<file path="config.mk">
export PLATFORM = sky130hd
export DESIGN_NAME = kmc_cell
export DESIGN_NICKNAME = d
export VERILOG_FILES = /design/src/sv/kmc_pkg.sv /design/src/sv/kmc_cell.sv
export SDC_FILE = /design/constraint.sdc
export NUM_CORES = 2
export LEC_CHECK = 0
export BUFFER_PORTS_ARGS = -buffer_cell sky130_fd_sc_hd__buf_2
export CAP_MARGIN = 20
export CORE_MARGIN = 5
export CORE_UTILIZATION = 50
export CTS_CLUSTER_DIAMETER = 200
export DETAILED_ROUTE_END_ITERATION = 7
export PLACE_DENSITY = 0.7
export SLEW_MARGIN = 5
export SYNTH_ARGS = -nofsm -noshare
export SYNTH_HDL_FRONTEND = slang
export SYNTH_SLANG_ARGS = --single-unit
</file>
<file path="constraint.sdc">
create_clock -name clk -period 10.4 [get_ports clk]
set_clock_uncertainty 0.1 [all_clocks]
set_input_delay 0.52 -clock clk [delete_from_list [all_inputs] [get_ports clk]]
set_output_delay 0.52 -clock clk [all_outputs]
set_load 0.02 [all_outputs]
</file>
<file path="src/sv/kmc_pkg.sv">
// Package for the 2D k-means clusterer: widths, item kinds, states and the
// structs that link the distance cells. No dependencies.
package kmc_pkg;

  localparam int unsigned MAX_POINTS   = 1024;
  localparam int unsigned MAX_CLUSTERS = 16;
  localparam int unsigned COORD_W      = 16;
  localparam int unsigned IDX_W        = 10;
  localparam int unsigned PT_AW        = $clog2(MAX_POINTS);
  localparam int unsigned CL_W         = $clog2(MAX_CLUSTERS);
  localparam int unsigned K_W          = CL_W + 1;
  localparam int unsigned N_W          = PT_AW + 1;
  localparam int unsigned IT_W         = 8;
  localparam int unsigned SUM_W        = COORD_W + PT_AW + 1;
  localparam int unsigned CNT_W        = PT_AW + 1;
  localparam int unsigned SQ_W         = 2 * COORD_W;
  localparam int unsigned DIST_W       = SQ_W + 2;
  localparam int unsigned CFG_IDX_W    = 2;
  localparam int unsigned CFG_DATA_W   = 11;

  localparam logic [CFG_IDX_W-1:0] CFG_CLUSTER_COUNT   = 2'd0;
  localparam logic [CFG_IDX_W-1:0] CFG_ITERATION_COUNT = 2'd1;
  localparam logic [CFG_IDX_W-1:0] CFG_POINT_COUNT     = 2'd2;

  typedef enum logic [1:0] {
    KIND_LOAD_PT = 2'd0,
    KIND_LOAD_CT = 2'd1,
    KIND_RUN     = 2'd2,
    KIND_READ    = 2'd3
  } kind_t;

  typedef enum logic [2:0] {
    S_IDLE,
    S_READ,
    S_FEED,
    S_DRAIN,
    S_DIV_PICK,
    S_DIV_X,
    S_DIV_Y,
    S_EMIT
  } state_t;

  // Point travelling down the chain with the best match found so far.
  typedef struct packed {
    logic                      valid;
    logic [IDX_W-1:0]          idx;
    logic signed [COORD_W-1:0] px;
    logic signed [COORD_W-1:0] py;
    logic [DIST_W-1:0]         best;
    logic [CL_W-1:0]           sel;
  } link_t;

  // Broadcast control to every cell.
  typedef struct packed {
    logic                      clear;
    logic                      acc_valid;
    logic [CL_W-1:0]           acc_sel;
    logic signed [COORD_W-1:0] acc_x;
    logic signed [COORD_W-1:0] acc_y;
    logic                      ld_valid;
    logic [CL_W-1:0]           ld_idx;
    logic signed [COORD_W-1:0] ld_x;
    logic signed [COORD_W-1:0] ld_y;
    logic [K_W-1:0]            k;
  } cell_ctl_t;

  typedef struct packed {
    logic signed [COORD_W-1:0] cx;
    logic signed [COORD_W-1:0] cy;
    logic signed [SUM_W-1:0]   sum_x;
    logic signed [SUM_W-1:0]   sum_y;
    logic [CNT_W-1:0]          cnt;
  } cell_stat_t;

endpackage

</file>
<file path="src/sv/kmc_cell.sv">
// One distance cell: holds one centroid and its running sums, compares the
// passing point against its centroid and hands it on. Depends on kmc_pkg.
module kmc_cell #(
  parameter int unsigned CELL_ID = 0
) (
  input  logic                clk,
  input  logic                rst_n,
  input  kmc_pkg::link_t      link_i,
  output kmc_pkg::link_t      link_o,
  input  kmc_pkg::cell_ctl_t  ctl,
  output kmc_pkg::cell_stat_t stat
);
  import kmc_pkg::*;

  link_t                     s1_r;
  link_t                     s2_r;
  logic [SQ_W-1:0]           sqx_r;
  logic [SQ_W-1:0]           sqy_r;
  logic signed [COORD_W-1:0] cx_r;
  logic signed [COORD_W-1:0] cy_r;
  logic signed [SUM_W-1:0]   sum_x_r;
  logic signed [SUM_W-1:0]   sum_y_r;
  logic [CNT_W-1:0]          cnt_r;

  logic signed [COORD_W:0] dx;
  logic signed [COORD_W:0] dy;
  logic [COORD_W:0]        adx;
  logic [COORD_W:0]        ady;
  logic [SQ_W:0]           dist_sum;
  logic                    active;
  logic                    take;

  assign active = K_W'(CELL_ID) < ctl.k;

  always_comb begin
    dx       = {link_i.px[COORD_W-1], link_i.px} - {cx_r[COORD_W-1], cx_r};
    dy       = {link_i.py[COORD_W-1], link_i.py} - {cy_r[COORD_W-1], cy_r};
    adx      = dx[COORD_W] ? (COORD_W+1)'(-dx) : dx;
    ady      = dy[COORD_W] ? (COORD_W+1)'(-dy) : dy;
    dist_sum = {1'b0, sqx_r} + {1'b0, sqy_r};
    take     = active && ({1'b0, dist_sum} < s1_r.best);
  end

  // Two stages: squares, then sum and compare.
  always_ff @(posedge clk) begin
    if (!rst_n) begin
      s1_r.valid <= 1'b0;
      s2_r.valid <= 1'b0;
    end else begin
      s1_r  <= link_i;
      sqx_r <= adx[COORD_W-1:0] * adx[COORD_W-1:0];
      sqy_r <= ady[COORD_W-1:0] * ady[COORD_W-1:0];
      s2_r  <= s1_r;
      if (take) begin
        s2_r.best <= {1'b0, dist_sum};
        s2_r.sel  <= CL_W'(CELL_ID);
      end
    end
  end

  always_ff @(posedge clk) begin
    if (ctl.ld_valid && ctl.ld_idx == CL_W'(CELL_ID)) begin
      cx_r <= ctl.ld_x;
      cy_r <= ctl.ld_y;
    end
    if (ctl.clear) begin
      sum_x_r <= '0;
      sum_y_r <= '0;
      cnt_r   <= '0;
    end else if (ctl.acc_valid && ctl.acc_sel == CL_W'(CELL_ID)) begin
      sum_x_r <= sum_x_r + {{(SUM_W-COORD_W){ctl.acc_x[COORD_W-1]}}, ctl.acc_x};
      sum_y_r <= sum_y_r + {{(SUM_W-COORD_W){ctl.acc_y[COORD_W-1]}}, ctl.acc_y};
      cnt_r   <= cnt_r + 1'b1;
    end
  end

  assign link_o = s2_r;
  assign stat   = '{cx: cx_r, cy: cy_r, sum_x: sum_x_r, sum_y: sum_y_r, cnt: cnt_r};
endmodule

</file>
==> results.cfg <==
[drt]
wl_per_cell_um = 17.0
viasPerCell = 5.25
wl_um = 73700
ant_nets = 0
firstDrtPassIters = 5
drt-initial-drc-count = 1314
drc = 0
num_vias = 22729

[layout]
final_common_cell = inv_1
diodes = 0
most-common-layout-cells = inv_1 (580), ha_1 (342), buf_2 (339)
drive_above_1_share_pct = 14.8
layout.nets = 4342
syn_to_final_growth_pct = 14.4

[synthesis]
syn_inst = 3098
syn_avg_cell_area_sq_um = 10.0
netlist.area_leader.share_pct = 24.6
synth.distinct_cells = 80
synth_area_sq_um = 31000
syn_nets = 3933
synthArstFlopShare_pct = 0
netlist_top_cells_area = edfxtp_1 (25%), fa_1 (21%), ha_1 (14%)
ys_warn_count = 0
yosysTopAreaCell = edfxtp_1
seq_area_frac_synth_pct = 29.0
synth_edf_count = 254
ys_dominant_reg_cell = edfxtp_1
ys_ff_latch = 321

[worst_setup_path]
arrival_ns = 10.04
crit_family = adder cells
crit_buf_inv = 4
cpMostUsedCell = fa_1
cp_max_fo = 10
start_kind = flop
cp_slowest_stage_delay_ns = 0.72
required_ns = 10.60
crit_slowest_cell = xor2_1
critical_path_class = reg2reg
worstSetupEndpointType = flop

[floorplan]
core_region_area_sq_um = 61500
die_y_um = 259
die_w_um = 259
dieArea_sq_um = 67000
start_util_pct = 50.4
rows = 91
io_pins = 341

[timing]
worst_slack_ns = 0.566
setup-violations-final = 0
post-route-min-period_ns = 9.83
fin_setup_tns_ns = 0
max_freq_mhz = 102
slew_viol_final = 0
max_slew.worst_pin.slew_ns = 0.977
relSlewSlack_pct = 34.4
rsz0062_at_grt = no
fin_crit_sh_pct = 94.6
hold_violations = 0

[global_route]
grt-ovfl-total = 0
track_usage_pct = 22.0
antenna_found_initial = 2
first_global_vias = 23069
grt_max_degree = 79
grt_first_pass_wirelength_um = 120000

[clock_tree]
root_buffer = clkbuf_16
cts.htree.levels = 2
cts_buffer_depth = 3
numCtsBuffers = 39
cts.reportedPaths.clkPinSlew_ns = 0.06
clkLatencyLatePin_ns = 0.56
clock_sinks = 321
cts_tree = built

[place]
gp_congestion = 0.917
io_buffers = 340
post-place-ws_ns = 0.192
dp_hpwl_um = 59100

[flow_run]
drv_cap = 0

[hold_path]
hp-class = in2reg

[outcome]
status = finished, final reports clean
path summary, 6_finish.rpt:
kind             start          to  slack (ns)  cells after the start
max            cy_r[0]   sqy_r[31]        0.57                     34
max reg2reg    cy_r[0]   sqy_r[31]        0.57                     34
min reg2reg   s1_r[52]  link_o[52]        0.31                      0
min          link_i[6]     s1_r[6]        0.03                      1
cell type report:
class | count | area [sq um]
Clock buffer | 48 | 1010
Multi-Input combinational cell | 2129 | 19600
Sequential cell | 321 | 8970
Clock inverter | 22 | 218
Inverter | 593 | 2230
Timing Repair Buffer | 423 | 2430
Tap cell | 790 | 988
Fill cell | 5359 | 26100
cells in the mapped netlist, types with 5 or more instances:
master and n:
nand4_1 14, nand2_1 228, o22ai_1 6, clkinv_1 6, a31oi_1 14, o211ai_1 8
or3_1 18, dfxtp_1 67, nor3_1 47, nand3_1 29, inv_1 581, edfxtp_1 254
xnor2_1 122, nand2b_1 35, or2_2 14, fa_1 330, a211oi_1 15, a221oi_1 5
o21ai_0 79, xor2_1 61, a21oi_1 173, clkbuf_1 50, nor4_1 5, a211o_1 5
o21bai_1 21, o21a_1 28, o21ai_1 5, and3_1 17, nor2_1 244, ha_1 342
nor2b_1 34, nand3b_1 10, a21o_1 75, and2_1 12, mux2_2 35, a21boi_0 6
o31ai_1 7, inv_2 6
cells by family (layout without fill, tap and decap cells):
family	after synthesis	in the layout	share of synthesized area (%)
AOI/OAI and AO/OA	499	499	10.3
xor gates and xnor gates	187	187	5.41
adders and majority gates	672	672	35.2
buffers and inverters	648	1086	7.87
DFF	321	321	29.0
muxes	39	39	1.40
and+or+nand+nor	732	732	10.9
flip-flops by register name, indices dropped and copies added (netlist names):
register  cells
sum_x_r      27
sqx_r        31
cy_r         16
link_o       81
cx_r         16
s1_r         81
sum_y_r      27
sqy_r        31
cnt_r        11
what timing repair did:
action,4_1_cts,5_1_grt
resized for setup,0,4
setup endpoints to repair,0,1
hold endpoints to repair,37,0
setup buffers,0,3
hold buffers,37,0
metrics by stage:
stage | area [sq um] | utilization, % | hold WS, ns | cells
4_1_cts | 35400 | 57.6 | 0.000224 | 4323
3_3_place_gp | 33800 | 55.0 | 0.300 | 4216
6_report | 35400 | 57.6 | 0.0350 | 4326
2_1_floorplan | 31000 | - | 0.300 | 3098
3_5_place_dp | 33800 | 55.0 | 0.305 | 4216
5_1_grt | 35400 | 57.6 | 0.00602 | 4326
layer usage:
metal  up-vias  routed length (um)  GRT usage [%]
met5         -                  31              0
met4         4                1270           4.37
met3        88                4970           4.37
met2       600               33900           35.9
met1     10960               33500           30.9
li1      11077                   -              -
Power is not shown: default switching activity piles up to over one toggle a cycle in this logic, so the estimate is an artifact.
