[config.mk]
export PLATFORM = sky130hd
export DESIGN_NAME = kmc_ram
export DESIGN_NICKNAME = d
export VERILOG_FILES = /design/src/sv/kmc_ram.sv
export SDC_FILE = /design/constraint.sdc
export NUM_CORES = 1
export LEC_CHECK = 0
export ABC_CLOCK_PERIOD_IN_PS = 2150
export CAP_MARGIN = 25
export CORE_MARGIN = 5
export CORE_UTILIZATION = 50
export CTS_CLUSTER_DIAMETER = 30
export DETAILED_ROUTE_END_ITERATION = 10
export DONT_BUFFER_PORTS = 1
export PLACE_DENSITY = 0.73
export SYNTH_ARGS = -nofsm -noshare
export SYNTH_HDL_FRONTEND = slang
export SYNTH_SLANG_ARGS = --single-unit
[constraint.sdc]
create_clock -name clk -period 2.15 [get_ports clk]
set_input_delay 0.215 -clock clk [delete_from_list [all_inputs] [get_ports clk]]
set_output_delay 0.215 -clock clk [all_outputs]
set_load 0.01 [all_outputs]
[src/sv/kmc_ram.sv]
// Generic simple dual-port RAM: one write port, one read port, registered read.
// No dependencies.
module kmc_ram #(
  parameter int unsigned WIDTH = 8,
  parameter int unsigned DEPTH = 16
) (
  input  logic                     clk,
  input  logic                     we,
  input  logic [$clog2(DEPTH)-1:0] waddr,
  input  logic [WIDTH-1:0]         wdata,
  input  logic [$clog2(DEPTH)-1:0] raddr,
  output logic [WIDTH-1:0]         rdata
);
  logic [WIDTH-1:0] mem [DEPTH];

  always_ff @(posedge clk) begin
    if (we) begin
      mem[waddr] <= wdata;
    end
    rdata <= mem[raddr];
  end
endmodule

==> results.tsv, run 1 <==
metric	value	unit
Pwr Total	6.19	mW
top cell type's share of synthesized area	74.7	%
pwr dens	1030	nW/um2
Critical Path Sink Type	register	
Worst EP arrival	1.82	ns
num ports	26	
Worst R2R Setup Slack	0.71	ns
Clk pwr share	48.0	%
fmax	697	MHz
Min Clock Period, post-route	1.44	ns
drc violations	0	
pin count of the biggest net entering global routing	33	
total of cells resized after clock tree synthesis	0	
WHS Endpoint	rdata[0]	
total gr overflow	0	
unrepaired setup endpoints after global routing	no	
Max Cap Viol	0	
Clock Latency Late Sink	0.51	ns
Flop pwr share	48.5	%
hold path depth	3	
Max stage delay on crit path	0.55	ns
Placed Cells	366	
vias in the first global route	2592	
Placer Congestion	0.767	
final worst-path setup slack	0.714	ns
Die ar.	12400	um2
n_diodes	0	
CTS tree	yes	
Worst-Margin Slew	0.811	ns
Seq cells post-synth	136	
worst path cell trace	mux4_1, a22oi_1, nand2_1	
fin area	6030	um2
worst vdd rail ir drop	0.623	mV
Distinct cells, synth	19	
cell area after synthesis	5150	um2
net count after synthesis	247	
HPWL after detailed placement	6230	um
synthesis warning total	0	
Root Buffer	clkbuf_8	
Final setup viols	0	
hold buffer count at CTS	9	
worst r2r dst	rdata[1]	
first-pass GRT wire length	15600	um
Die X	111	um
Cell Area, Placed	5310	um2
Hold Startpoint	raddr[1]	
fin cells	408	
final worst-path cycle share	66.8	%
clock sink total	136	
post-DR vias/cell	5.71	
total CTS buffers	17	
initial antenna violation count	0	
outcome	finished, final reports clean	
postcts setup bufs	0	
H-Tree Depth	4	
Iter 0 DRT Violations	251	
Final Hold Vio Count	0	
synthesized instance count	229	
Core ar.	10200	um2
Critical-path top delay cell	mux4_1	
headroom to the max-slew limit	45.8	%
Crit path required time	2.54	ns
critical path startpoint category	register	
WL/cell	25.1	um
net switching power	1.16	mW
crit path max fanout	1	
Leak	1.99	nW
Comb pwr share	3.5	%
Sw Share	18.7	%
largest cells by area after synthesis	edfxtp_1 (75%), mux4_2 (7.9%), mux4_1 (7.1%), dfxtp_1 (3.1%), a22oi_1 (2.3%)	
antenna violation net count after detailed routing	0	
Initial Utilization	50.5	%
Worst Hold Slack	0.0602	ns
Min-Delay Path Class	input pin to register	
row cnt	37	
area leader, netlist	edfxtp_1	
Pint	5.03	mW
Slew Limit Fails	0	
worst reg2reg path startpoint	mem[5][1]	
area growth from synthesis to layout	17.1	%
PortBufs	0	
skew final	0.00876	ns
share of cells above drive strength 1	21.0	%
crit path kind	register to register	
clock-pin slew on the worst setup and hold paths	0.06	ns
Tot GR Track Use	18.0	%
die height	111	um
Place WS	0.612	ns
Mapped Avg Cell Area	22.5	um2
Routed WL	10300	um
worst-case clock buffer depth	2	
final core utilization	59.2	%
worst r2r path cells	3	
via count	2329	
Seq/Total Area, Yosys	77.8	%
# nets final	277	
Setup TNS Final	0	ns
drt pass-1 iters	4	
## routing by layer
| metal | global-route usage (%) | up-vias | routed length, um | part of all wire, % |
|---|---|---|---|---|
| met4 | 5.84 | 0 | 84 | 0.82 |
| li1 | - | 1035 | - | - |
| met2 | 29.4 | 110 | 5240 | 51 |
| met1 | 22.6 | 1178 | 3890 | 38 |
| met3 | 6.68 | 6 | 1040 | 10 |
| met5 | 0 | - | 0 | 0 |
## state kept, by name, summed over array words and instances (netlist names)
signal,cells
mem,128
rdata,8
## cell usage in the layout (no fill, tap or decap)
cell	netlist	final
mux4_1	14	14
clkinvlp_4	0	1
clkbuf_8	0	4
nor2b_1	1	1
nand2_1	9	9
or3b_2	1	1
nand3_1	1	1
mux4_2	18	18
clkinv_1	0	2
clkinv_2	0	2
nand2b_1	2	2
and2b_1	1	1
bufinv_16	0	4
a22oi_1	16	16
dlygate4sd3_1	0	10
edfxtp_1	128	128
nor2_1	13	13
buf_4	1	11
dfxtp_1	8	8
clkbuf_16	0	16
clkbuf_1	0	3
nor3_1	4	4
and2_1	1	1
nand3b_1	2	2
## cells by family after synthesis
logic type             Yosys count  share of synthesized area [%]
AO/OA/AOI/OAI                   16                           2.33
buffers and inverters           10                           1.68
flip-flops                     136                           77.8
multiplexers                    32                           15.0
AND/OR/NAND/NOR                 35                           3.18
## area by class of cell
cell class / count / area, um2
Multi-Input combinational cell: 83 / 1060
Tap cell: 136 / 170
Clock buffer: 23 / 467
Sequential cell: 136 / 4000
Clock inverter: 9 / 145
Fill cell: 722 / 4160
Timing Repair Buffer: 21 / 183
## worst max path at each step
stage | cells past startpoint | end | from
floorplan | 2 | mem[0][0] | waddr[2]
global placement | 2 | mem[9][2] | waddr[2]
detailed placement | 2 | mem[9][6] | waddr[2]
CTS | 3 | rdata[1] | mem[5][1]
global route | 3 | rdata[1] | mem[5][1]
finish | 3 | rdata[1] | mem[5][1]
## power groups by stage
stage                     Combinational (mW)  Clock, mW  Sequential, mW
final                                  0.216       2.97            3.00
after global routing                   0.230       3.16            3.00
after CTS                              0.217       3.01            3.00
after detailed placement               0.165          0            3.06
after global placement                 0.163          0            3.05
after floorplan                        0.150          0            3.04
## Yosys cell counts
master	count
edfxtp_1	128
mux4_2	18
clkdlybuf4s25_2	3
nand2_1	9
nor3_1	4
or3b_2	1
nand2b_1	2
nor2b_1	1
and2_1	1
nand3b_1	2
buf_6	3
nand3_1	1
a22oi_1	16
and2b_1	1
dfxtp_1	8
buf_2	3
buf_4	1
mux4_1	14
nor2_1	13
## critical path, delay by kind of cell, from the launching register on
family / cells / cell delay [ns]
AND/OR/NAND/NOR: 1 / 0.11
AO/OA/AOI/OAI: 1 / 0.31
flip-flops: 1 / 0.34
multiplexers: 1 / 0.55
Power figures use the tool's default switching activity.
==> run 2: changes to the inputs <==
--- a/config.mk
+++ b/config.mk
@@ -5,14 +5,14 @@
 export SDC_FILE = /design/constraint.sdc
 export NUM_CORES = 1
 export LEC_CHECK = 0
-export ABC_CLOCK_PERIOD_IN_PS = 2150
+export ABC_CLOCK_PERIOD_IN_PS = 1280
 export CAP_MARGIN = 25
 export CORE_MARGIN = 5
 export CORE_UTILIZATION = 50
 export CTS_CLUSTER_DIAMETER = 30
 export DETAILED_ROUTE_END_ITERATION = 10
 export DONT_BUFFER_PORTS = 1
-export PLACE_DENSITY = 0.73
+export PLACE_DENSITY = 0.76
 export SYNTH_ARGS = -nofsm -noshare
 export SYNTH_HDL_FRONTEND = slang
 export SYNTH_SLANG_ARGS = --single-unit
==> constraint.sdc (replaced) <==
create_clock -name clk -period 1.28 [get_ports clk]
set_input_delay 0.128 -clock clk [delete_from_list [all_inputs] [get_ports clk]]
set_output_delay 0.128 -clock clk [all_outputs]
set_load 0.01 [all_outputs]
==> run 2 against run 1 <==
Net effect: the run now ends with hold timing, setup timing left; non-clock buffer count increased by 9; via count increased by 6.2%; first-iteration DRC count increased by 25%; core utilization increased by 1.2 points; wire length increased by 5.3%; combinational power increased by 79%; critical endpoint is now rdata[5]; largest power group is now clock; highest routed layer is now met5.
==> results.tsv, run 2 (synthesized netlist as in run 1, its figures left out) <==
metric	value	unit	change
outcome	finished, violations left		
failing checks	hold timing, setup timing		
die height	111	um	unchanged
clock sink total	136		unchanged
Die X	111	um	unchanged
Final setup viols	1		+1
Iter 0 DRT Violations	315		+25%
Worst R2R Setup Slack	-0.004	ns	-0.72 ns
vias in the first global route	2615		+0.89%
met1 usage	25.3	%	+2.7 points
Root Buffer	clkbuf_8		
post-DR vias/cell	5.93		+3.9%
unrepaired setup endpoints after global routing	yes		
commonest non-fill, non-tap cell in the layout	edfxtp_1		
Crit path required time	1.69	ns	-0.85 ns
Clock Latency Late Sink	0.52	ns	about the same
# nets final	286		+3.2%
pwr dens	1740	nW/um2	+70%
num ports	26		unchanged
fillers	718		-0.55%
Worst-Margin Slew	0.997	ns	+0.186 ns
GRT busiest layer	met2		
pin count of the biggest net entering global routing	33		unchanged
n_diodes	0		unchanged
CP Launch Point	mem[3][5]		
Max Cap Viol	0		unchanged
Initial Utilization	50.5	%	unchanged
headroom to the max-slew limit	33.3	%	-12 points
top flop regs	mem (128), rdata (8)		
drt pass-1 iters	5		+1
max reg flops	128		unchanged
fmax	779	MHz	+12%
worst-case clock buffer depth	2		unchanged
Min Clock Period, post-route	1.28	ns	-0.151 ns
crit path max fanout	1		unchanged
worst r2r path cells	3		unchanged
most frequent cells in the layout	edfxtp_1 (128), mux4_2 (28), buf_4 (20)		
Worst EP arrival	1.69	ns	-0.13 ns
Die ar.	12400	um2	unchanged
register area	4000	um2	unchanged
Pwr Total	10.7	mW	+73%
skew final	0.00719	ns	-0.00157 ns
total CTS buffers	17		unchanged
Tot GR Track Use	18.5	%	+0.44 points
crit path kind	register to register		
initial antenna violation count	1		+1
Setup TNS Final	-0.00447	ns	-0.00447 ns
Placer Congestion	0.801		+4.4%
Reg with most FFs	mem		
postcts setup bufs	0		unchanged
antenna violation net count after detailed routing	0		unchanged
clock-pin slew on the worst setup and hold paths	0.06	ns	about the same
worst reg2reg path startpoint	mem[3][5]		
final core utilization	60.4	%	+1.2 points
worst vdd rail ir drop	0.780	mV	+25%
first-pass GRT wire length	16500	um	+5.7%
H-Tree Depth	4		unchanged
Critical Path Sink Type	register		
WL/cell	25.9	um	+3.0%
via count	2473		+6.2%
met2 Use GR	29.1	%	-0.32 points
Worst Setup EP	rdata[5]		
final worst-path setup slack	-0.00447	ns	-0.719 ns
Final Hold Vio Count	8		+8
PortBufs	0		unchanged
Leak	2.02	nW	+1.3%
row cnt	37		unchanged
final worst-path cycle share	100	%	+34 points
Slew Limit Fails	0		unchanged
critical path startpoint category	register		
hold buffer count at CTS	10		+1
Min-Delay Path Class	input pin to register		
total gr overflow	0		unchanged
HPWL after detailed placement	6040	um	-3.0%
area of the multi-input gates	1070	um2	+1.7%
Worst Hold Slack	-0.100	ns	-0.160 ns
worst r2r dst	rdata[5]		
GR Layer Usage met3	4.57	%	-2.1 points
Core ar.	10200	um2	unchanged
CTS tree	yes		
area growth from synthesis to layout	19.4	%	
Routed WL	10800	um	+5.3%
share of cells above drive strength 1	32.4	%	+11 points
drc violations	0		unchanged
-- run 2: cell types whose count changed in the layout (fill, tap and decap cells not counted), moves of 8 or more --
| cell | change |
|---|---|
| mux4_1 | -10 |
| buf_4 | +9 |
| a22oi_1 | -8 |
| mux4_2 | +10 |
| a22oi_2 | +8 |
-- run 2: metal layers --
metal  vias up  wire length, um
met3        17              766
met4         2              153
li1       1041                -
met1      1294             4490
met5         -                7
met2       119             5370
-- run 2: worst min-delay path by stage --
stage                  start   endpoint  slack (ns)  cells after the start
floorplan           wdata[0]  mem[0][0]        0.23                      0
global placement    wdata[1]  mem[6][1]        0.23                      0
detailed placement  wdata[1]  mem[7][1]        0.23                      0
CTS                 raddr[1]   rdata[2]       -0.12                      3
global route        raddr[1]   rdata[1]       -0.09                      3
finish              raddr[1]   rdata[2]       -0.10                      3
-- run 2: worst max-delay path: stages (launching register included) --
cell and delay [ns]:
edfxtp_1 0.36, mux4_2 0.49, a22oi_2 0.25, nand2_1 0.07
-- run 2: timing repair --
| item | CTS | global route |
|---|---|---|
| hold endpoints to repair | 162 | 8 |
| endpoints found under the setup margin | 7 | 8 |
| gates resized for setup | 10 | 8 |
| pin swaps | 3 | 4 |
-- run 2: power breakdown --
| part | total [mW] | leakage (nW) | switching, mW | internal [mW] |
|---|---|---|---|---|
| Sequential | 5.03 | 1.22 | 0.0530 | 4.98 |
| Clock | 5.30 | 0.310 | 1.86 | 3.44 |
| Combinational | 0.386 | 0.484 | 0.201 | 0.186 |
-- run 2: per-stage QoR --
stage | cells | area (um2) | setup slack [ns]
detailed placement | 375 | 5400 | -0.0461
floorplan | 229 | 5160 | -0.114
global placement | 375 | 5400 | -0.0181
finish | 417 | 6150 | -0.00447
CTS | 417 | 6160 | -0.00426
global route | 417 | 6150 | -0.0467
-- run 2: area by class of cell --
cell class / count / area share [%]
Multi-Input combinational cell: 83 / 17.5
Clock buffer: 19 / 7.02
Clock inverter: 13 / 3.54
Sequential cell: 136 / 65.1
Timing Repair Buffer: 30 / 4.07
Tap cell: 136 / 2.77
==> run 3: changes to the inputs <==
--- a/config.mk
+++ b/config.mk
@@ -5,6 +5,7 @@
 export SDC_FILE = /design/constraint.sdc
 export NUM_CORES = 1
 export LEC_CHECK = 0
+export ABC_AREA = 1
 export ABC_CLOCK_PERIOD_IN_PS = 1280
 export CAP_MARGIN = 25
 export CORE_MARGIN = 5
==> run 3 against run 2 <==
Net effect: the run now ends clean; worst hold slack improved by 0.12 ns; register-to-register slack improved by 0.22 ns; first-iteration DRC count increased by 46%; sequential power about the same; total power increased by 1.9%; area after synthesis increased by 12%; sequential share of layout area decreased by 5.6 points; flip-flop and latch count unchanged; wire length increased by 24%.
==> results.tsv, run 3 <==
metric	value	unit	change
synthesis warning total	0		unchanged
H-Tree Depth	4		unchanged
commonest non-fill, non-tap cell in the layout	nand2_1		
Worst EP arrival	1.44	ns	-0.25 ns
clock-pin slew on the worst setup and hold paths	0.06	ns	about the same
postcts setup bufs	0		unchanged
die height	117	um	+5.3%
Critical Path Sink Type	register		
Placer Congestion	0.848		+5.9%
skew final	0.00457	ns	-0.00262 ns
Final Hold Vio Count	0		-8
headroom to the max-slew limit	46.9	%	+14 points
cell area after synthesis	5770	um2	+12%
Die ar.	13800	um2	+11%
Post-synth top cells	nand2_1 (173), edfxtp_1 (128), inv_1 (100), nand3_1 (97), nor2_1 (17)		
drc violations	0		unchanged
Routed WL	13300	um	+24%
Min Clock Period, post-route	1.14	ns	-0.140 ns
Final setup viols	0		-1
max reg flops	128		unchanged
total gr overflow	0		unchanged
Distinct cells, synth	12		-7
Worst-Margin Slew	0.793	ns	-0.204 ns
Root Buffer	clkbuf_16		
fin area	6730	um2	+9.4%
Initial Utilization	50.7	%	+0.18 points
top flop regs	mem (128), rdata (8)		
Leak	2.91	nW	+44%
top cell type's share of synthesized area	66.7	%	-8.0 points
synthesized instance count	551		+140%
Core ar.	11400	um2	+12%
Reg with most FFs	mem		
fin cells	734		+76%
Min-Delay Path Class	input pin to register		
WL/cell	18.2	um	-30%
top_reg_cell synth	edfxtp_1		
crit path kind	input pin to register		
share of cells above drive strength 1	8.80	%	-24 points
num ports	26		unchanged
Cell Area, Placed	5960	um2	+10%
Pwr Total	10.9	mW	+1.9%
Slew Limit Fails	0		unchanged
total CTS buffers	17		unchanged
post-DR vias/cell	5.35		-9.8%
hold buffer count at CTS	11		+1
worst vdd rail ir drop	1.18	mV	+51%
Die X	117	um	+5.3%
Mapped Avg Cell Area	10.5	um2	-53%
area leader, netlist	edfxtp_1		
first-pass GRT wire length	20800	um	+26%
unrepaired setup endpoints after global routing	no		
Crit path required time	1.58	ns	-0.11 ns
outcome	finished, final reports clean		
Iter 0 DRT Violations	461		+46%
antenna violation net count after detailed routing	0		unchanged
via count	3926		+59%
register area	4000	um2	unchanged
final worst-path cycle share	89.4	%	-11 points
fillers	910		+27%
total of cells resized after clock tree synthesis	0		-10
net count after synthesis	569		+130%
fmax	874	MHz	+12%
drt pass-1 iters	5		unchanged
Setup TNS Final	0	ns	+0.00447 ns
Post-synth ARST share	0	%	unchanged
Placed Cells	691		+84%
HPWL after detailed placement	7680	um	+27%
Post-synth EDFFs	128		unchanged
n_diodes	0		unchanged
# nets final	596		+110%
area of the multi-input gates	1210	um2	+13%
crit path max fanout	11		+10
most frequent cells in the layout	nand2_1 (173), edfxtp_1 (128), inv_1 (100)		
pin count of the biggest net entering global routing	66		+100%
PortBufs	0		unchanged
critical path startpoint category	input pin		
CTS tree	yes		
initial antenna violation count	0		-1
Seq cells post-synth	136		unchanged
Clock Latency Late Sink	0.41	ns	-0.11 ns
Seq/Total Area, Yosys	69.4	%	-8.4 points
row cnt	39		+5.4%
vias in the first global route	3953		+51%
pwr dens	1620	nW/um2	-6.9%
Max Cap Viol	0		unchanged
largest cells by area after synthesis	edfxtp_1 (67%), nand2_1 (11%), nand3_1 (8.4%), inv_1 (6.5%), dfxtp_1 (2.8%)		
clock sink total	136		unchanged
worst-case clock buffer depth	2		unchanged
most common cell in the netlist	nand2_1		
final core utilization	59.2	%	-1.2 points
area growth from synthesis to layout	16.7	%	
Tot GR Track Use	19.8	%	+1.4 points
==> run 3: stage by stage <==
step / hold WS (ns) / worst slack [ns]
6_report: 0.0234 / 0.136
5_1_grt: 0.0180 / 0.0942
4_1_cts: 0.00393 / 0.194
3_5_place_dp: 0.228 / 0.119
3_3_place_gp: 0.228 / 0.147
2_1_floorplan: 0.227 / 0.201
==> run 3: cell type report <==
class / instances / share of cell area, %
Sequential cell: 136 / 59.5
Multi-Input combinational cell: 289 / 18.0
Clock buffer: 24 / 7.31
Inverter: 102 / 5.69
Timing Repair Buffer: 32 / 4.35
Tap cell: 143 / 2.66
Clock inverter: 8 / 2.45
==> run 3: logic make-up (layout without fill, tap and decap cells) <==
group,Yosys count,after routing,synth area share [%]
buf+inv,126,166,9.52
flops,136,136,69.4
simple gates,289,289,21.0
==> run 3: where the power goes <==
part | switching [mW] | internal, mW
combinational | 0.355 | 0.168
sequential | 0.0463 | 4.98
clock | 1.72 | 3.66
==> run 3: routing by layer <==
layer / vias up / GRT usage [%] / share of wire [%] / routed length [um]
met5: - / 0 / 0 / 0
met4: 0 / 8.92 / 2.3 / 309
met3: 25 / 5.00 / 9.2 / 1230
met2: 184 / 33.0 / 51 / 6750
met1: 1890 / 24.3 / 38 / 5040
li1: 1827 / - / - / -
==> run 3: critical path: stages <==
cell and delay (ns):
dlygate4sd3_1 0.91, nand3_1 0.19, nand3_1 0.14, nand2_1 0.07
==> run 3: final timing paths <==
| path | start | to | slack, ns | cells after the start |
|---|---|---|---|---|
| worst max-delay path | raddr[2] | rdata[0] | 0.14 | 4 |
| worst min-delay path | raddr[2] | rdata[2] | 0.02 | 3 |
| worst max register to register | mem[2][7] | rdata[7] | 0.22 | 6 |
| worst min register to register | mem[13][5] | rdata[5] | 0.69 | 6 |
