==> src/sv/kmc_pkg.sv <==
// Package for the 2D k-means clusterer: widths, item kinds, states and the
// structs that link the distance cells. No dependencies.
package kmc_pkg;

  localparam int unsigned MAX_POINTS   = 1024;
  localparam int unsigned MAX_CLUSTERS = 16;
  localparam int unsigned COORD_W      = 16;
  localparam int unsigned IDX_W        = 10;
  localparam int unsigned PT_AW        = $clog2(MAX_POINTS);
  localparam int unsigned CL_W         = $clog2(MAX_CLUSTERS);
  localparam int unsigned K_W          = CL_W + 1;
  localparam int unsigned N_W          = PT_AW + 1;
  localparam int unsigned IT_W         = 8;
  localparam int unsigned SUM_W        = COORD_W + PT_AW + 1;
  localparam int unsigned CNT_W        = PT_AW + 1;
  localparam int unsigned SQ_W         = 2 * COORD_W;
  localparam int unsigned DIST_W       = SQ_W + 2;
  localparam int unsigned CFG_IDX_W    = 2;
  localparam int unsigned CFG_DATA_W   = 11;

  localparam logic [CFG_IDX_W-1:0] CFG_CLUSTER_COUNT   = 2'd0;
  localparam logic [CFG_IDX_W-1:0] CFG_ITERATION_COUNT = 2'd1;
  localparam logic [CFG_IDX_W-1:0] CFG_POINT_COUNT     = 2'd2;

  typedef enum logic [1:0] {
    KIND_LOAD_PT = 2'd0,
    KIND_LOAD_CT = 2'd1,
    KIND_RUN     = 2'd2,
    KIND_READ    = 2'd3
  } kind_t;

  typedef enum logic [2:0] {
    S_IDLE,
    S_READ,
    S_FEED,
    S_DRAIN,
    S_DIV_PICK,
    S_DIV_X,
    S_DIV_Y,
    S_EMIT
  } state_t;

  // Point travelling down the chain with the best match found so far.
  typedef struct packed {
    logic                      valid;
    logic [IDX_W-1:0]          idx;
    logic signed [COORD_W-1:0] px;
    logic signed [COORD_W-1:0] py;
    logic [DIST_W-1:0]         best;
    logic [CL_W-1:0]           sel;
  } link_t;

  // Broadcast control to every cell.
  typedef struct packed {
    logic                      clear;
    logic                      acc_valid;
    logic [CL_W-1:0]           acc_sel;
    logic signed [COORD_W-1:0] acc_x;
    logic signed [COORD_W-1:0] acc_y;
    logic                      ld_valid;
    logic [CL_W-1:0]           ld_idx;
    logic signed [COORD_W-1:0] ld_x;
    logic signed [COORD_W-1:0] ld_y;
    logic [K_W-1:0]            k;
  } cell_ctl_t;

  typedef struct packed {
    logic signed [COORD_W-1:0] cx;
    logic signed [COORD_W-1:0] cy;
    logic signed [SUM_W-1:0]   sum_x;
    logic signed [SUM_W-1:0]   sum_y;
    logic [CNT_W-1:0]          cnt;
  } cell_stat_t;

endpackage

==> src/sv/kmc_div.sv <==
// Restoring divider, one quotient bit per cycle, truncating toward zero.
// Divides a signed cluster sum by its member count. Depends on kmc_pkg.
module kmc_div (
  input  logic                             clk,
  input  logic                             rst_n,
  input  logic                             start,
  input  logic signed [kmc_pkg::SUM_W-1:0] dividend,
  input  logic [kmc_pkg::CNT_W-1:0]        divisor,
  output logic                             done,
  output logic signed [kmc_pkg::SUM_W-1:0] quotient
);
  import kmc_pkg::*;

  localparam int unsigned STEP_W = $clog2(SUM_W);

  logic              busy_r;
  logic              done_r;
  logic [STEP_W-1:0] step_r;
  logic [CNT_W-1:0]  rem_r;
  logic [SUM_W-1:0]  quo_r;
  logic [CNT_W-1:0]  divs_r;
  logic              neg_r;
  logic [CNT_W:0]    trial;
  logic              ge;

  assign trial = {rem_r, quo_r[SUM_W-1]};
  assign ge    = trial >= {1'b0, divs_r};

  always_ff @(posedge clk) begin
    if (!rst_n) begin
      busy_r <= 1'b0;
      done_r <= 1'b0;
    end else begin
      done_r <= 1'b0;
      if (start) begin
        busy_r <= 1'b1;
        step_r <= '0;
        rem_r  <= '0;
        neg_r  <= dividend[SUM_W-1];
        quo_r  <= dividend[SUM_W-1] ? SUM_W'(-dividend) : dividend;
        divs_r <= divisor;
      end else if (busy_r) begin
        rem_r  <= ge ? CNT_W'(trial - {1'b0, divs_r}) : CNT_W'(trial);
        quo_r  <= {quo_r[SUM_W-2:0], ge};
        step_r <= step_r + 1'b1;
        if (step_r == STEP_W'(SUM_W - 1)) begin
          busy_r <= 1'b0;
          done_r <= 1'b1;
        end
      end
    end
  end

  assign done     = done_r;
  assign quotient = neg_r ? SUM_W'(-quo_r) : quo_r;
endmodule

==> config.mk <==
export PLATFORM = sky130hd
export DESIGN_NAME = kmc_div
export DESIGN_NICKNAME = d
export VERILOG_FILES = /design/src/sv/kmc_pkg.sv /design/src/sv/kmc_div.sv
export SDC_FILE = /design/constraint.sdc
export NUM_CORES = 1
export LEC_CHECK = 0
export ABC_AREA = 1
export BUFFER_PORTS_ARGS = -buffer_cell sky130_fd_sc_hd__buf_4
export CORE_MARGIN = 5
export CORE_UTILIZATION = 58
export CTS_CLUSTER_SIZE = 16
export DETAILED_ROUTE_END_ITERATION = 10
export GPL_ROUTABILITY_DRIVEN = 0
export PLACE_DENSITY = 0.9
export SLEW_MARGIN = 30
export SYNTH_ARGS = -nofsm -noshare
export SYNTH_HDL_FRONTEND = slang
export SYNTH_SLANG_ARGS = --single-unit
==> constraint.sdc <==
create_clock -name clk -period 2.5 [get_ports clk]
set_clock_uncertainty 0.1 [all_clocks]
set_input_delay 0.5 -clock clk [delete_from_list [all_inputs] [get_ports clk]]
set_output_delay 0.5 -clock clk [all_outputs]
set_load 0.005 [all_outputs]
==> impl_metrics.toml, run 1 <==
[outcome]
status = "finished with violations"
failed_checks = "negative setup slack"

[setup_path]
worst_setup_path_end_kind = "primary output"
cpMostUsedCell = "nand2_1"
critPathMaxStageDelay_ns = 0.49
reg2reg_from = "quo_r[26]"
arrival_ns = 1.97
path_cells = "nor2_1 > nand3_1 > nor2_1 > nand3_1 > nand2_1 > nand2_1 > nand2_1 > nand2_1 > buf_4"
crit_fanout = 5
regToRegSetupSlack_ns = 0.17
endpoint = "quotient[26]"
ff2ff_path_depth = 12
cp-startpoint = "quo_r[22]"
crit_type = "flop to primary output"
critPathLaunchType = "flop"
critPathRequiredTime_ns = 1.90
slowest_stage = "edfxtp_1"
r2r-end = "rem_r[10]"

[global_routing]
overflow = 0
grt_pass1_vias = 4576
grt_max_degree = 45
grt_pass1_wl_mm = 20.9
antenna_found_initial = 0
grt_usage_pct = 26.3

[final_layout]
fin_cells = 859
design_area_sq_mm = 0.00578
fin_util_pct = 74.4
syn2layout_area_growth_pct = 24.9
insertedDiodeCount = 0
final_nets = 809
drive_gt1_share_pct = 21.5

[yosys]
ys_types = 34
syn_inst = 663
postSynthAreaPerCell_sq_um = 6.98
synth_nets = 720
synth_ff_type = "edfxtp_1"
synth_edf_count = 55
ys_seq_area_share_pct = 36.6
async_flop_share_pct = 0
synth_warnings = 0
syn_area_sq_mm = 0.00463
ys_ff_latch = 57

[floorplan]
die_h_um = 99.3
core_area_sq_mm = 0.00777
row_count = 32
dieWidth_um = 99.3
pin_count = 69
dieArea_sq_mm = 0.00987
initial_core_util_pct = 59.6

[timing]
maxSlewViolCount = 0
fin_ws_ns = -0.0732
worst_slew_pin_slew_ns = 0.630
rsz0062_at_grt = "true"
finalHoldViolCount = 0
fmax_mhz = 389
fin_crit_ns = 2.57
slew_headroom_pct = 58.0
hold-worst-slack_ns = 0.217
setup_viol = 8
finalCritPeriodShare_pct = 103
finalSetupTns_ns = -0.176

[detailed_routing]
drt_iter0_drc = 563
vias_per_cell = 5.81
wirelength_mm = 14.0
drtAntennaViolNets = 0
vias = 4993
drc_errors = 0
first_pass_iters = 5
wire_per_inst_um = 16.2

[clock_tree]
cts_sinks = 57
clk_latency_ns = 0.35
cts_buffer_depth = 2
cts-buffers-inserted = 9
holdBufCountCts = 0
htreeDepth = 3
cts_tree = "built"
clockRootBuffer = "clkbuf_8"
cts.clk_slew.worst_paths_ns = 0.07

[pwr]
peakVddDrop_v = 0.000317
finalPower_mw = 3.35
power.leakage_nw = 2.74
power_density_mw_per_mm2 = 579

[placed_design]
dp.cells = 825
port-buffer-count = 68
dp_hpwl_mm = 9.24
placed_area_sq_mm = 0.00526
pre_cts_slack_ns = 0.245

[min_path]
holdCritPathClass = "input port to flop"

[job]
max_cap_viol_count = 0
cells in the mapped netlist (6+ instances only):
cell type	number	area share, %
a21oi_1	11	1.2
edfxtp_1	55	36
nand4_1	18	2.4
nor2_2	7	0.95
ha_1	15	4.1
xor2_1	28	5.3
xnor2_1	6	1.1
buf_2	6	0.65
o21ai_0	33	3.6
inv_1	93	7.5
nor2_1	86	7.0
nand2_1	198	16
nand3_1	62	6.7
per-layer routing:
metal / routed length (um) / GRT usage, % / up-vias
li1: - / - / 2316
met1: 5120 / 32.7 / 2229
met2: 6830 / 44.9 / 362
met3: 1280 / 5.26 / 86
met4: 722 / 10.5 / 0
met5: 0 / 0 / -
how the worst min path moves through the flow:
| stage | cells past startpoint | end | startpoint |
|---|---|---|---|
| floorplan | 2 | done | busy_r |
| global placement | 2 | done | busy_r |
| detailed placement | 2 | done | busy_r |
| CTS | 1 | divs_r[4] | divisor[4] |
| global route | 1 | divs_r[6] | divisor[6] |
| finish | 1 | divs_r[5] | divisor[5] |
logic make-up after synthesis:
group / count (synthesis) / synth area share, %
XOR/XNOR: 34 / 6.43
buffers and inverters: 113 / 9.89
flip-flops: 57 / 36.6
adder cells (fa/ha/maj): 16 / 4.49
AND/OR/NAND/NOR: 390 / 36.5
AO/OA/AOI/OAI: 53 / 6.11
sequential cells by signal, summed over array words and instances (netlist names):
name / flops
rem_r: 11
divs_r: 11
busy_r: 1
quo_r: 27
done: 1
neg_r: 1
step_r: 5
power by group:
group          total (mW)  internal [mW]  leakage (nW)  switching, mW
logic                1.09          0.445          2.08          0.650
clock network       0.997          0.570         0.110          0.426
registers            1.26           1.17         0.550         0.0813
worst max-delay path: cells and delay by family (launching register included):
family                 cells  cell delay, ns
AND/OR/NAND/NOR            8            0.99
flip-flops                 1            0.49
buffers and inverters      1            0.14
layout make-up:
class                           instances  area, sq um
Multi-Input combinational cell        493         2640
Fill cell                             557         1990
Sequential cell                        57         1690
Timing Repair Buffer                   97          741
Inverter                               94          353
Tap cell                              102          128
Clock buffer                            9          124
Clock inverter                          7          103
repair_timing:
action / 4_1_cts / 5_1_grt
pin swaps: 5 / 13
setup endpoints to repair: 16 / 20
buffers inserted: 8 / 10
resized for setup: 19 / 30
layout by cell type, fill, tap and decap left out, types with 2 or more instances in the layout:
master	count
bufinv_16	2
nand2_1	191
nand3_2	7
o21ai_2	3
nor2_1	75
xnor2_1	6
nand4_1	18
nand3_4	2
clkbuf_8	9
xor2_1	27
inv_6	2
clkinv_4	2
nand3b_1	4
a31oi_1	2
nor2_2	8
nor2_4	11
a21oi_1	11
nand3_1	58
inv_2	6
edfxtp_1	55
ha_1	14
inv_1	87
dfxtp_1	2
nand2_2	8
o21ai_0	30
buf_4	96
o22ai_1	3
nor3_1	4
Power figures use the tool's default switching activity.
==> inputs of run 2 (changes only) <==
Settings changed: ABC_AREA 1 to default, CORE_UTILIZATION 58 to 57, CTS_CLUSTER_DIAMETER from default to 40.
==> impl_metrics.toml, run 2 <==
[outcome]
status = "finished with violations"
failed_checks = "negative setup slack"

[yosys]
ys_ff_latch = 57
ys_types = 46
synth.most_common_cell = "edfxtp_1"
postSynthAreaPerCell_sq_um = 9.61
syn_area_sq_mm = 0.00388
synth_warnings = 0
synth.area.top_cells = "edfxtp_1 (43%), xor2_1 (6.8%), xnor2_1 (6.3%), a21oi_1 (5.2%), ha_1 (4.8%)"
synth_edf_count = 55
synth_top_area_cell = "edfxtp_1"
ys_seq_area_share_pct = 43.6
yosys-top-cells-count = "edfxtp_1 (55), a21oi_1 (40), nor2_1 (40), o21ai_0 (30), xor2_1 (30)"
yosysTopAreaCellShare_pct = 42.5
async_flop_share_pct = 0
syn_inst = 404
synth_nets = 461
synth_ff_type = "edfxtp_1"

[floorplan]
dieArea_sq_mm = 0.00856
pin_count = 69
row_count = 30
core_area_sq_mm = 0.00672
initial_core_util_pct = 57.8
die_h_um = 92.5
dieWidth_um = 92.5

[job]
max_cap_viol_count = 0

[final_layout]
top_regs = "quo_r (27), divs_r (11), rem_r (11)"
final_common_cell = "buf_4"
largest_register_ffs = 27
final_nets = 592
drive_gt1_share_pct = 40.4
insertedDiodeCount = 0
num-fill-cells = 354
design_area_sq_mm = 0.00560
multi_input_area_sq_mm = 0.00247
register_area_sq_mm = 0.00169
regMostFlops = "quo_r"
final_cell_mix = "buf_4 (123), edfxtp_1 (55), nor2_1 (38), a21oi_1 (34), xor2_1 (28)"
syn2layout_area_growth_pct = 44.1
fin_util_pct = 83.3

[detailed_routing]
first_pass_iters = 5
vias = 3995
vias_per_cell = 6.44
drc_errors = 0
wire_per_inst_um = 21.6
drtAntennaViolNets = 0
wirelength_mm = 13.4
drt_iter0_drc = 399

[timing]
setup_viol = 33
worst_slew_pin_slew_ns = 0.559
maxSlewViolCount = 0
slew_headroom_pct = 62.8
fmax_mhz = 275
fin_ws_ns = -1.14
finalCritPeriodShare_pct = 145
finalSetupTns_ns = -15.33
finalHoldViolCount = 0
rsz0062_at_grt = "true"
fin_crit_ns = 3.64

[clock_tree]
cts_tree = "built"
cts.clk_slew.worst_paths_ns = 0.08
clockRootBuffer = "clkbuf_8"
cts_sinks = 57
cts-buffers-inserted = 9
htreeDepth = 3
cts_buffer_depth = 2
clk_latency_ns = 0.35

[setup_path]
arrival_ns = 3.04
slowest_stage = "or4_4"
worst_setup_path_end_kind = "primary output"
regToRegSetupSlack_ns = -0.13
critPathMaxStageDelay_ns = 0.49
crit_fanout = 3
crit_type = "flop to primary output"
path_cells = "or3_4 > or4_4 > or3_4 > or4_4 > o21ai_0 > xnor2_1 > buf_4"
critPathRequiredTime_ns = 1.90
critPathLaunchType = "flop"

[global_routing]
overflow = 0
grt_usage_pct = 28.7
grt_pass1_wl_mm = 19.2
grt_max_degree = 39
antenna_found_initial = 0
grt_pass1_vias = 3976

[placed_design]
port-buffer-count = 68
placed_area_sq_mm = 0.00490
dp_hpwl_mm = 7.39
pre_cts_slack_ns = -0.723

[pwr]
finalPower_mw = 3.11
power_density_mw_per_mm2 = 556
power.leakage_nw = 2.23
peakVddDrop_v = 0.000281

[min_path]
holdCritPathClass = "input port to flop"
==> run 2: cell types whose count changed after synthesis, moves of 17 or more <==
| cell | delta |
|---|---|
| nand3_1 | -56 |
| nand4_1 | -17 |
| inv_1 | -75 |
| a21oi_1 | +29 |
| nor2_1 | -46 |
| nand2_1 | -171 |
| xnor2_1 | +22 |
==> run 2: cell families (layout without fill, tap and decap cells) <==
group,count (synthesis),in the layout,synth area share (%)
AOI/OAI and AO/OA,112,112,18.0
buffers and inverters,35,171,3.48
DFF,57,57,43.6
and+or+nand+nor,125,125,16.3
muxes,1,1,0.258
adders and majority gates,16,16,5.35
xor gates and xnor gates,58,58,13.1
==> run 2: final timing paths <==
kind / from / end / depth (start not counted)
max: quo_r[5] / quotient[22] / 7
max reg2reg: divs_r[0] / rem_r[5] / 9
min reg2reg: busy_r / done / 2
min: divisor[6] / divs_r[6] / 1
==> run 2: metrics by stage <==
step / std cells / hold WS [ns]
floorplan: 404 / 0.315
global placement: 589 / 0.321
detailed placement: 589 / 0.331
CTS: 616 / 0.227
global route: 620 / 0.219
finish: 620 / 0.233
==> run 2: timing repair <==
item | CTS | global route
gates resized for setup | 41 | 43
setup endpoints to repair | 31 | 33
pin swaps | 22 | 28
buffers inserted | 11 | 6
hold buffers | 0 | 0
cloned | 0 | 0
==> run 2: routing by layer <==
layer / vias up / GRT usage (%) / routed length (um)
li1: 1730 / - / -
met1: 1895 / 32.7 / 4850
met2: 296 / 50.8 / 6790
met3: 74 / 6.50 / 1100
met4: 0 / 13.6 / 656
met5: - / 0 / 0
==> run 2: layout make-up <==
type | instances | area share [%]
multi-input combinational | 312 | 44.2
timing repair buffer | 137 | 19.5
clock inverter | 3 | 0.268
inverter | 18 | 1.21
tap | 80 | 1.79
clock buffer | 13 | 2.84
sequential | 57 | 30.2
==> run 2: power breakdown <==
part           switching [mW]  total (mW)  leakage, nW  internal (mW)
logic                   0.576        1.10         1.60          0.522
clock network           0.384       0.794       0.0932          0.410
registers              0.0650        1.22        0.539           1.15
total                    1.03        3.11         2.23           2.08
==> run 2: worst max-delay path, delay by kind of cell, from the launching register on <==
family | cells | cell delay (ns)
flops | 1 | 0.44
compound gates | 1 | 0.23
simple gates | 4 | 1.72
xor+xnor | 1 | 0.15
buf+inv | 1 | 0.13
==> inputs of run 3 (changes only) <==
==> constraint.sdc (replaced) <==
create_clock -name clk -period 2.5 [get_ports clk]
set_clock_uncertainty 0.1 [all_clocks]
set_input_delay 0.5 -clock clk [delete_from_list [all_inputs] [get_ports clk]]
set_output_delay 0.5 -clock clk [all_outputs]
set_load 0.02 [all_outputs]
==> impl_metrics.toml, run 3 (synthesized netlist as in run 2, its figures left out) <==
[min_path]
min_from = "divisor[7]"
hold_path_depth = 1
holdCritPathClass = "input port to flop"
min_to = "divs_r[7]"

[detailed_routing]
vias = 4152
wire_per_inst_um = 24.0
drtAntennaViolNets = 0
first_pass_iters = 5
vias_per_cell = 6.55
wirelength_mm = 15.2
drc_errors = 0
drt_iter0_drc = 500

[global_routing]
grt_pass1_wl_mm = 21.1
grt_pass1_vias = 4018
antenna_found_initial = 0
overflow = 0
grt_usage_pct = 32.0
grt_max_degree = 47

[timing]
fmax_mhz = 270
setup_viol = 31
worst_slew_pin_slew_ns = 0.667
fin_ws_ns = -1.21
maxSlewViolCount = 0
slew_headroom_pct = 55.5
rsz0062_at_grt = "true"
finalCritPeriodShare_pct = 148
finalHoldViolCount = 0
fin_crit_ns = 3.71
hold-worst-slack_ns = 0.210

[setup_path]
crit_type = "flop to primary output"
critPathLaunchType = "flop"
ff2ff_path_depth = 6
arrival_ns = 3.11
crit_fanout = 3
reg2reg_from = "rem_r[1]"
worst_setup_path_end_kind = "primary output"
slowest_stage = "or4_4"
critPathMaxStageDelay_ns = 0.48
cpMostUsedCell = "or4_4"
cp_top_family = "simple AND/OR/NAND/NOR gates"
critPathRequiredTime_ns = 1.90
r2r-end = "rem_r[10]"
worst-path-buf-inv = 2
regToRegSetupSlack_ns = -0.15
path_cells = "inv_1 > ha_2 > nand2b_1 > or4_4 > or3_4 > or4_4 > o41ai_4 > xnor2_2 > buf_4"

[pwr]
swShare_pct = 33.0
p_int_mw = 2.46
power_frac_comb_pct = 34.6
seqPwrFrac_pct = 33.1
power.leakage_nw = 2.38
power_density_mw_per_mm2 = 626
peakVddDrop_v = 0.000384
p_sw_mw = 1.21
pwr-share-clk_pct = 32.3

[final_layout]
final_nets = 606
final_cell_mix = "buf_4 (139), edfxtp_1 (55), nor2_1 (38), a21oi_1 (36), xor2_1 (29)"
regMostFlops = "quo_r"
top_regs = "quo_r (27), divs_r (11), rem_r (11)"
final_common_cell = "buf_4"
largest_register_ffs = 27
drive_gt1_share_pct = 43.1
syn2layout_area_growth_pct = 50.9
insertedDiodeCount = 0
fin_cells = 634

[placed_design]
dp.cells = 599
dp_hpwl_mm = 7.76
port-buffer-count = 68

[floorplan]
pin_count = 69
dieWidth_um = 92.5
core_area_sq_mm = 0.00672
die_h_um = 92.5
row_count = 30
initial_core_util_pct = 57.8
dieArea_sq_mm = 0.00856

[clock_tree]
clk_latency_ns = 0.37
cts_sinks = 57
cts_tree = "built"
cts_buffer_depth = 2
clockRootBuffer = "clkbuf_8"
cts.clk_slew.worst_paths_ns = 0.08
cts-buffers-inserted = 9
htreeDepth = 3
holdBufCountCts = 0

[outcome]
failed_checks = "negative setup slack"
status = "finished with violations"

[job]
max_cap_viol_count = 0
[run 3: changes by cell type in the layout (fill, tap and decap cells not counted), sizes merged]
| cell | before | now |
|---|---|---|
| buf | 137 | 151 |
| bufinv | 0 | 3 |
| clkbuf | 13 | 12 |
| clkinv | 3 | 0 |
| clkinvlp | 0 | 1 |
[run 3: timing repair]
item | 4_1_cts | 5_1_grt
pin swaps | 20 | 18
setup endpoints to repair | 30 | 34
setup buffers | 10 | 12
resized for setup | 43 | 33
hold endpoints to repair | 0 | 0
gates cloned | 0 | 0
[run 3: worst max-delay path by stage]
| stage | from | endpoint | slack, ns | cells after the start |
|---|---|---|---|---|
| 2_1_floorplan | quo_r[5] | quotient[24] | -0.65 | 6 |
| 3_3_place_gp | quo_r[5] | quotient[24] | -0.72 | 7 |
| 3_5_place_dp | quo_r[5] | quotient[26] | -0.83 | 7 |
| 4_1_cts | quo_r[5] | quotient[24] | -1.14 | 7 |
| 5_1_grt | quo_r[1] | quotient[22] | -1.30 | 10 |
| 6_report | quo_r[1] | quotient[24] | -1.21 | 9 |
[run 3: cell type report]
class	count	area, sq um
Multi-Input combinational cell	312	2550
Clock buffer	12	165
Timing Repair Buffer	151	1190
Clock inverter	4	97.6
Sequential cell	57	1690
Tap cell	80	100
Fill cell	318	858
Inverter	18	67.6
[run 3: through the flow]
stage | setup WS, ns | total power, mW | TNS (ns) | utilization (%) | instance area, sq um
6_report | -1.21 | 3.67 | -16.96 | 87.2 | 5860
5_1_grt | -1.30 | 3.78 | -19.33 | 87.2 | 5860
4_1_cts | -1.14 | 3.44 | -13.15 | 83.8 | 5630
3_5_place_dp | -0.825 | 2.20 | -6.78 | 75.6 | 5080
3_3_place_gp | -0.723 | 2.15 | -5.04 | 75.6 | 5080
2_1_floorplan | -0.645 | 1.80 | -3.54 | - | 4040
[run 3: metal layers]
layer | vias up | wire [um] | track usage, %
li1 | 1759 | - | -
met1 | 1918 | 5220 | 37.7
met2 | 357 | 7330 | 53.3
met3 | 118 | 1450 | 5.04
met4 | 0 | 1220 | 22.4
met5 | - | 0 | 0
[run 3: power by group through the flow]
stage / Clock (mW) / Sequential [mW] / Combinational, mW
after floorplan: 0 / 1.22 / 0.579
after CTS: 1.14 / 1.20 / 1.09
final: 1.19 / 1.22 / 1.27
after global routing: 1.23 / 1.22 / 1.33
after global placement: 0 / 1.21 / 0.938
after detailed placement: 0 / 1.22 / 0.982
